`config.mk`:
```
export PLATFORM = sky130hd
export DESIGN_NAME = node_signal_table_unit
export DESIGN_NICKNAME = d
export VERILOG_FILES = /design/src/hw/rtl/nst_pkg.sv /design/src/hw/rtl/node_signal_table_unit.sv /design/src/hw/rtl/nst_cell.sv
export SDC_FILE = /design/constraint.sdc
export NUM_CORES = 2
export LEC_CHECK = 0
export BUFFER_PORTS_ARGS = -buffer_cell sky130_fd_sc_hd__buf_4
export CAP_MARGIN = 20
export CORE_ASPECT_RATIO = 1.1
export CORE_UTILIZATION = 50
export DETAILED_ROUTE_END_ITERATION = 6
export PLACE_DENSITY = 0.72
export SLEW_MARGIN = 0
export SYNTH_ARGS = -nofsm -noshare
export SYNTH_HDL_FRONTEND = slang
export SYNTH_HIERARCHICAL = 1
export SYNTH_SLANG_ARGS = --single-unit
export TNS_END_PERCENT = 100
```
`constraint.sdc`:
```
create_clock -name clk -period 8.8 [get_ports clk]
set_clock_uncertainty 0.15 [all_clocks]
set_input_delay 1.76 -clock clk [delete_from_list [all_inputs] [get_ports clk]]
set_output_delay 1.76 -clock clk [all_outputs]
set_load 0.03 [all_outputs]
```
`src/hw/rtl/nst_pkg.sv`:
```
`timescale 1ns / 1ps

package nst_pkg;

	localparam int TABLE_DEPTH = 64;
	localparam int SLOT_W      = (TABLE_DEPTH > 1) ? $clog2(TABLE_DEPTH) : 1;
	localparam int CNT_W       = $clog2(TABLE_DEPTH + 1);
	localparam int ADDR_W      = 16;
	localparam int LEVEL_W     = 8;
	localparam int OUT_SLOT_W  = 6;
	localparam int OUT_CNT_W   = 7;

	typedef enum logic [1:0] {
		REQ_ADD    = 2'd0,
		REQ_LOOKUP = 2'd1,
		REQ_DELETE = 2'd2,
		REQ_CLEAR  = 2'd3
	} req_t;

	typedef enum logic [1:0] {
		ST_IDLE,
		ST_SEARCH,
		ST_APPLY
	} state_t;

	// broadcast from the controller to every cell
	typedef struct packed {
		logic                      key_nz;
		logic [ADDR_W-1:0]         key;
		logic [CNT_W-1:0]          count;
		logic                      wr_en;
		logic [SLOT_W-1:0]         wr_slot;
		logic [ADDR_W-1:0]         wr_addr;
		logic signed [LEVEL_W-1:0] wr_level;
		logic                      shift_en;
		logic [SLOT_W-1:0]         shift_from;
	} cell_ctl_t;

	// search token, walks from the newest slot toward slot 0
	typedef struct packed {
		logic                      hit;
		logic signed [LEVEL_W-1:0] level;
		logic [SLOT_W-1:0]         slot;
	} tok_t;

endpackage

```
`src/hw/rtl/node_signal_table_unit.sv`:
```
`timescale 1ns / 1ps

// Ordered table of (node address, signal level) pairs, oldest in slot 0.
// Request channel: in_valid/in_ready with req_type, node_id, signal_level.
// Result channel: out_valid/out_ready with found, found_level, found_slot,
// entry_count. Every request gives exactly one result.
// The table is a chain of TABLE_DEPTH cells. Add and clear skip the search
// and go from accept straight to the apply step. Lookup and delete send a
// search token from the newest cell down to cell 0, one cell per cycle, and
// the length of that token walk sets how long they take.
// One request is worked on at a time; the next one is accepted in the cycle
// after the previous result is registered, even if that result still waits.
// Reset clears the entry count and the handshake state; entry contents are
// not cleared and are never read above the count.
// If the receiver stalls, a finished result is held in the output register;
// a following request can still be accepted and searched, and it holds in
// its final step until the output register is free.
module node_signal_table_unit (
	input  logic                  clk,
	input  logic                  arst_n,
	input  logic                  in_valid,
	output logic                  in_ready,
	input  logic [1:0]            req_type,
	input  logic [15:0]           node_id,
	input  logic signed [7:0]     signal_level,
	output logic                  out_valid,
	input  logic                  out_ready,
	output logic                  found,
	output logic signed [7:0]     found_level,
	output logic [5:0]            found_slot,
	output logic [6:0]            entry_count
);

	localparam int DEPTH = nst_pkg::TABLE_DEPTH;

	nst_pkg::state_t                    state_q, state_nxt;
	nst_pkg::req_t                      req_q;
	logic [nst_pkg::ADDR_W-1:0]         key_q;
	logic signed [nst_pkg::LEVEL_W-1:0] lvl_q;
	logic [nst_pkg::CNT_W-1:0]          count_q, count_nxt;
	logic [nst_pkg::SLOT_W-1:0]         cnt_q;
	logic                               accept;
	logic                               apply_go;
	logic                               search_done;
	logic                               full;
	nst_pkg::cell_ctl_t                 ctl;

	logic                               out_valid_q;
	logic                               found_q;
	logic signed [7:0]                  found_level_q;
	logic [5:0]                         found_slot_q;
	logic [6:0]                         entry_count_q;

	logic [nst_pkg::ADDR_W-1:0]         cell_addr  [DEPTH+1];
	logic signed [nst_pkg::LEVEL_W-1:0] cell_level [DEPTH+1];
	nst_pkg::tok_t                      tok        [DEPTH+1];
	nst_pkg::tok_t                      res_tok;

	assign accept      = in_valid && in_ready;
	assign full        = (count_q == nst_pkg::CNT_W'(DEPTH));
	assign search_done = (cnt_q == nst_pkg::SLOT_W'(DEPTH - 1));
	assign apply_go    = (state_q == nst_pkg::ST_APPLY) && (!out_valid_q || out_ready);
	assign res_tok     = tok[0];

	// ---- next state ----
	always_comb begin
		state_nxt = state_q;
		case (state_q)
			nst_pkg::ST_IDLE: begin
				if (in_valid) begin
					if ((nst_pkg::req_t'(req_type) == nst_pkg::REQ_LOOKUP) ||
					    (nst_pkg::req_t'(req_type) == nst_pkg::REQ_DELETE)) begin
						state_nxt = nst_pkg::ST_SEARCH;
					end else begin
						state_nxt = nst_pkg::ST_APPLY;
					end
				end
			end
			nst_pkg::ST_SEARCH: begin
				if (search_done) begin
					state_nxt = nst_pkg::ST_APPLY;
				end
			end
			nst_pkg::ST_APPLY: begin
				if (apply_go) begin
					state_nxt = nst_pkg::ST_IDLE;
				end
			end
			default: state_nxt = nst_pkg::ST_IDLE;
		endcase
	end

	// ---- outputs: handshake and cell control ----
	always_comb begin
		in_ready       = 1'b0;
		ctl.key_nz     = (key_q != '0);
		ctl.key        = key_q;
		ctl.count      = count_q;
		ctl.wr_en      = 1'b0;
		ctl.wr_slot    = full ? nst_pkg::SLOT_W'(DEPTH - 1) : nst_pkg::SLOT_W'(count_q);
		ctl.wr_addr    = key_q;
		ctl.wr_level   = lvl_q;
		ctl.shift_en   = 1'b0;
		ctl.shift_from = '0;
		count_nxt      = count_q;
		case (state_q)
			nst_pkg::ST_IDLE: begin
				in_ready = 1'b1;
			end
			nst_pkg::ST_SEARCH: begin
				in_ready = 1'b0;
			end
			nst_pkg::ST_APPLY: begin
				if (apply_go) begin
					case (req_q)
						nst_pkg::REQ_ADD: begin
							// full table: drop slot 0, shift all down, new pair on top
							ctl.wr_en    = 1'b1;
							ctl.shift_en = full;
							if (!full) begin
								count_nxt = count_q + 1'b1;
							end
						end
						nst_pkg::REQ_DELETE: begin
							if (res_tok.hit) begin
								ctl.shift_en   = 1'b1;
								ctl.shift_from = res_tok.slot;
								count_nxt      = count_q - 1'b1;
							end
						end
						nst_pkg::REQ_CLEAR: begin
							count_nxt = '0;
						end
						default: begin
							count_nxt = count_q;
						end
					endcase
				end
			end
			default: in_ready = 1'b0;
		endcase
	end

	// ---- control registers ----
	always_ff @(posedge clk or negedge arst_n) begin
		if (!arst_n) begin
			state_q <= nst_pkg::ST_IDLE;
			count_q <= '0;
			cnt_q   <= '0;
		end else begin
			state_q <= state_nxt;
			count_q <= count_nxt;
			if (state_q == nst_pkg::ST_SEARCH) begin
				cnt_q <= cnt_q + 1'b1;
			end else begin
				cnt_q <= '0;
			end
		end
	end

	// request fields held for the whole search
	always_ff @(posedge clk) begin
		if (accept) begin
			req_q <= nst_pkg::req_t'(req_type);
			key_q <= node_id;
			lvl_q <= signal_level;
		end
	end

	// ---- cell chain ----
	assign cell_addr[DEPTH]  = key_q;
	assign cell_level[DEPTH] = lvl_q;
	assign tok[DEPTH]        = '0;

	for (genvar i = 0; i < DEPTH; i++) begin : g_cell
		nst_cell u_cell (
			.clk       (clk),
			.arst_n    (arst_n),
			.ctl       (ctl),
			.my_slot   (nst_pkg::SLOT_W'(i)),
			.nbr_addr  (cell_addr[i+1]),
			.nbr_level (cell_level[i+1]),
			.addr      (cell_addr[i]),
			.level     (cell_level[i]),
			.tok_in    (tok[i+1]),
			.tok_out   (tok[i])
		);
	end

	// ---- result register ----
	always_ff @(posedge clk or negedge arst_n) begin
		if (!arst_n) begin
			out_valid_q <= 1'b0;
		end else if (apply_go) begin
			out_valid_q <= 1'b1;
		end else if (out_ready) begin
			out_valid_q <= 1'b0;
		end
	end

	always_ff @(posedge clk) begin
		if (apply_go) begin
			entry_count_q <= nst_pkg::OUT_CNT_W'(count_nxt);
			if ((req_q == nst_pkg::REQ_LOOKUP) || (req_q == nst_pkg::REQ_DELETE)) begin
				// a token without a hit carries all zeros
				found_q       <= res_tok.hit;
				found_level_q <= res_tok.level;
				found_slot_q  <= nst_pkg::OUT_SLOT_W'(res_tok.slot);
			end else begin
				found_q       <= 1'b0;
				found_level_q <= '0;
				found_slot_q  <= '0;
			end
		end
	end

	assign out_valid   = out_valid_q;
	assign found       = found_q;
	assign found_level = found_level_q;
	assign found_slot  = found_slot_q;
	assign entry_count = entry_count_q;

endmodule

```
`src/hw/rtl/nst_cell.sv`:
```
`timescale 1ns / 1ps

module nst_cell (
	input  logic                               clk,
	input  logic                               arst_n,
	input  nst_pkg::cell_ctl_t                 ctl,
	input  logic [nst_pkg::SLOT_W-1:0]         my_slot,
	input  logic [nst_pkg::ADDR_W-1:0]         nbr_addr,
	input  logic signed [nst_pkg::LEVEL_W-1:0] nbr_level,
	output logic [nst_pkg::ADDR_W-1:0]         addr,
	output logic signed [nst_pkg::LEVEL_W-1:0] level,
	input  nst_pkg::tok_t                      tok_in,
	output nst_pkg::tok_t                      tok_out
);

	logic [nst_pkg::ADDR_W-1:0]         addr_q;
	logic signed [nst_pkg::LEVEL_W-1:0] level_q;
	logic                               tok_hit_q;
	logic signed [nst_pkg::LEVEL_W-1:0] tok_level_q;
	logic [nst_pkg::SLOT_W-1:0]         tok_slot_q;
	logic                               occupied;
	logic                               match;

	assign occupied = nst_pkg::CNT_W'(my_slot) < ctl.count;
	assign match    = ctl.key_nz && occupied && (addr_q == ctl.key);

	// entry storage: new write wins over a shift from the neighbor above
	always_ff @(posedge clk) begin
		if (ctl.wr_en && (ctl.wr_slot == my_slot)) begin
			addr_q  <= ctl.wr_addr;
			level_q <= ctl.wr_level;
		end else if (ctl.shift_en && (my_slot >= ctl.shift_from)) begin
			addr_q  <= nbr_addr;
			level_q <= nbr_level;
		end
	end

	// first match seen by the token (coming from above) is the newest one
	always_ff @(posedge clk or negedge arst_n) begin
		if (!arst_n) begin
			tok_hit_q <= 1'b0;
		end else begin
			tok_hit_q <= tok_in.hit || match;
		end
	end

	always_ff @(posedge clk) begin
		if (!tok_in.hit && match) begin
			tok_level_q <= level_q;
			tok_slot_q  <= my_slot;
		end else begin
			tok_level_q <= tok_in.level;
			tok_slot_q  <= tok_in.slot;
		end
	end

	assign addr          = addr_q;
	assign level         = level_q;
	assign tok_out.hit   = tok_hit_q;
	assign tok_out.level = tok_level_q;
	assign tok_out.slot  = tok_slot_q;

endmodule

```
==> results.tsv <==
metric	value	unit
Slew Limit Headroom	20.5	%
Rows	201	
DRT Pass-1 Iters	7	
sequential share of the synthesized area	49.3	%
Post-synth EDFFs	1584	
Worst Path Arrival	5630	ps
CTS tree	done	
Post-DP Area	147000	um2
Die W	501	um
Post-synth top cells	mux2_2 (1,728), edfxtp_1 (1,584), xnor2_1 (1,027)	
Synth Register Bits	2560	
Ys Warns	6	
ys async rst share	3.13	%
Net Sw Power	0.00525	W
sw frac	20.9	%
top cells by area, synth	edfxtp_1 (35%), mux2_2 (14%), dfxtp_1 (13%)	
CTS Hold Bufs	0	
Syn-to-layout area delta	13.7	%
initial antenna violation count	5	
share of layout cells above drive strength 1	27.9	%
# setup viols final	0	
Reg power frac	51.4	%
Clock Latency Late Sink	880	ps
Num Clock Sinks	2560	
r2r worst-path depth	12	
CTS Buf Count	274	
Core Region	272000	um2
count leader, synth	mux2_2	
vias in the first global route	84600	
DRC viols	2	
Unique masters post-synth	52	
height of the die	551	um
Worst setup SP type	register	
DR iter-0 viols	4987	
Worst Path Max Fanout	41	
Cells after Synth	9928	
largest net degree at the start of global routing	130	
top_reg_cell synth	edfxtp_1	
hold slack	284	ps
global route overflow	0	
slew at the pin closest to its max-slew limit	1190	ps
Internal	0.0198	W
Comb power frac	3.4	%
pwr dens	161	nW/um2
status	finished with violations	
number of vias per cell	5.16	
nets	12400	
Total GRT Usage	22.7	%
Syn Area/Cell	13.8	um2
CP Capture Type	register	
DRT antenna net count	0	
clock-pin slew on the worst setup and hold paths	70	ps
Vias	80400	
Post-DP HPWL	211000	um
final instance area	156000	um2
worst reg2reg setup slack	3500	ps
Required @ worst endpoint	9140	ps
critical path class	reg -> reg	
max cap viols	0	
Fin. Hold Viols	0	
mapped cell area	137000	um2
cell accounting for the most synthesized area	edfxtp_1	
WHS Path Cells	1	
Post-Route Setup TNS	0	ps
# IOs	54	
Hold WC Path Type	reg -> reg	
period utilization	60.2	%
Clock Power Share	45.3	%
Post CTS Setup Buffer Count	0	
Synth top area share	34.8	%
CTS Buffer Depth	4	
Post-CTS Resized	0	
failing checks	DRC	
H-tree levels	5	
Worst VDD drop	0.000128	V
DR WL/cell	20.3	um
Pleak	61.9	nW
GPL Wtd Cong	0.820	
die footprint	276000	um2
min Tclk post-route	5300	ps
maximum clock rate	189	MHz
Max Slew Vio Count	0	
final WL	316000	um
Starting Density	50.2	%
Clock Tree Root	clkbuf_16	
port bufs	53	
first-pass GRT wire length	488000	um
unrepaired setup endpoints after global routing	false	
[placed cells by master, fill, tap and decap left out, types with 74 or more instances in the layout]
| master | netlist | routed |
|---|---|---|
| nand2_1 | 201 | 200 |
| xnor2_1 | 1027 | 1027 |
| mux2_2 | 1728 | 1728 |
| nor2_1 | 75 | 74 |
| xor2_1 | 386 | 386 |
| edfxtp_1 | 1584 | 1584 |
| o21ai_0 | 131 | 131 |
| inv_1 | 715 | 714 |
| clkbuf_1 | 2 | 78 |
| mux2_4 | 640 | 640 |
| dfxtp_1 | 896 | 896 |
| a21oi_1 | 257 | 257 |
| clkbuf_16 | 0 | 285 |
| conb_1 | 2 | 1552 |
| nand4_1 | 258 | 258 |
| a31o_2 | 129 | 129 |
| ha_1 | 711 | 711 |
| a21o_1 | 129 | 128 |
| buf_4 | 192 | 201 |
[critical path, stage by stage (launching register included)]
cell,delay (ps)
dfrtp_2,820
inv_1,160
ha_1,260
nor2b_1,180
and3_1,280
inv_1,200
ha_1,220
clkinv_2,540
buf_12,450
xor2_1,230
nor4_4,700
a21o_1,140
a31o_2,490
[cells by family after synthesis]
| family | count (synthesis) | synth area share [%] |
|---|---|---|
| AOI/OAI and AO/OA | 797 | 3.79 |
| xor gates and xnor gates | 1413 | 9.05 |
| adders and majority gates | 711 | 6.50 |
| buffers and inverters | 976 | 3.56 |
| DFF | 2560 | 49.3 |
| muxes | 2432 | 21.8 |
| other | 2 | 0.00549 |
| and+or+nand+nor | 1037 | 5.99 |
[layout make-up]
class	instances	area [um2]
tap	3654	4570
clock inverter	109	1060
sequential	2560	67500
multi-input combinational	7942	70300
fill	21500	117000
antenna	3	7.51
timing repair buffer	208	1640
inverter	715	2690
clock buffer	388	7770
[state kept, by name, indices dropped and copies added, names as in the netlist]
| signal | cells |
|---|---|
| g_cell.u_cell/addr | 1024 |
| g_cell.u_cell/tok_level_q | 512 |
| g_cell.u_cell/level | 512 |
| req_q | 2 |
| entry_count | 7 |
| found | 1 |
| lvl_q | 8 |
| found_slot | 6 |
| g_cell.u_cell/tok_slot_q | 384 |
| key_q | 16 |
| g_cell.u_cell/tok_hit_q | 64 |
| found_level | 8 |
| cnt_q | 6 |
| count_q | 7 |
| out_valid | 1 |
| state_q | 2 |
[path summary, 6_finish.rpt]
path,start,end
worst max-delay path,count_q[0],g_cell[58].u_cell/addr[1]
worst min-delay path,g_cell[51].u_cell/tok_level_q[2],g_cell[50].u_cell/tok_level_q[2]
worst max register to register,count_q[0],g_cell[58].u_cell/addr[1]
worst min register to register,g_cell[51].u_cell/tok_level_q[2],g_cell[50].u_cell/tok_level_q[2]
max in group asynchronous,arst_n,count_q[1]
min in group asynchronous,arst_n,g_cell[20].u_cell/tok_hit_q
[metrics by stage]
step | total power [W] | setup slack (ps) | util (%) | instances
2_1_floorplan | 0.0137 | 466 | - | 11500
3_3_place_gp | 0.0139 | 2620 | 53.9 | 15100
3_5_place_dp | 0.0139 | 3350 | 53.9 | 15100
4_1_cts | 0.0252 | 3500 | 57.1 | 15600
5_1_grt | 0.0259 | 3290 | 57.1 | 15600
6_report | 0.0250 | 3500 | 57.1 | 15600
[power groups by stage]
stage               combinational (W)  clock [W]  sequential, W
global route                 0.000958     0.0120         0.0129
detailed placement           0.000799          0         0.0131
floorplan                    0.000676          0         0.0131
global placement             0.000767          0         0.0131
finish                       0.000841     0.0113         0.0129
CTS                          0.000808     0.0116         0.0129
[per-layer routing]
| metal | vias to the layer above | GRT usage [%] | wire length, um | part of all wire [%] |
|---|---|---|---|---|
| met2 | 1880 | 39.7 | 156000 | 49 |
| met5 | - | 0 | 14 | 0.0044 |
| met3 | 603 | 3.07 | 14200 | 4.5 |
| met1 | 39800 | 28.4 | 135000 | 43 |
| met4 | 2 | 8.47 | 11500 | 3.6 |
| li1 | 38200 | - | - | - |
(Power assumes the default switching activity.)
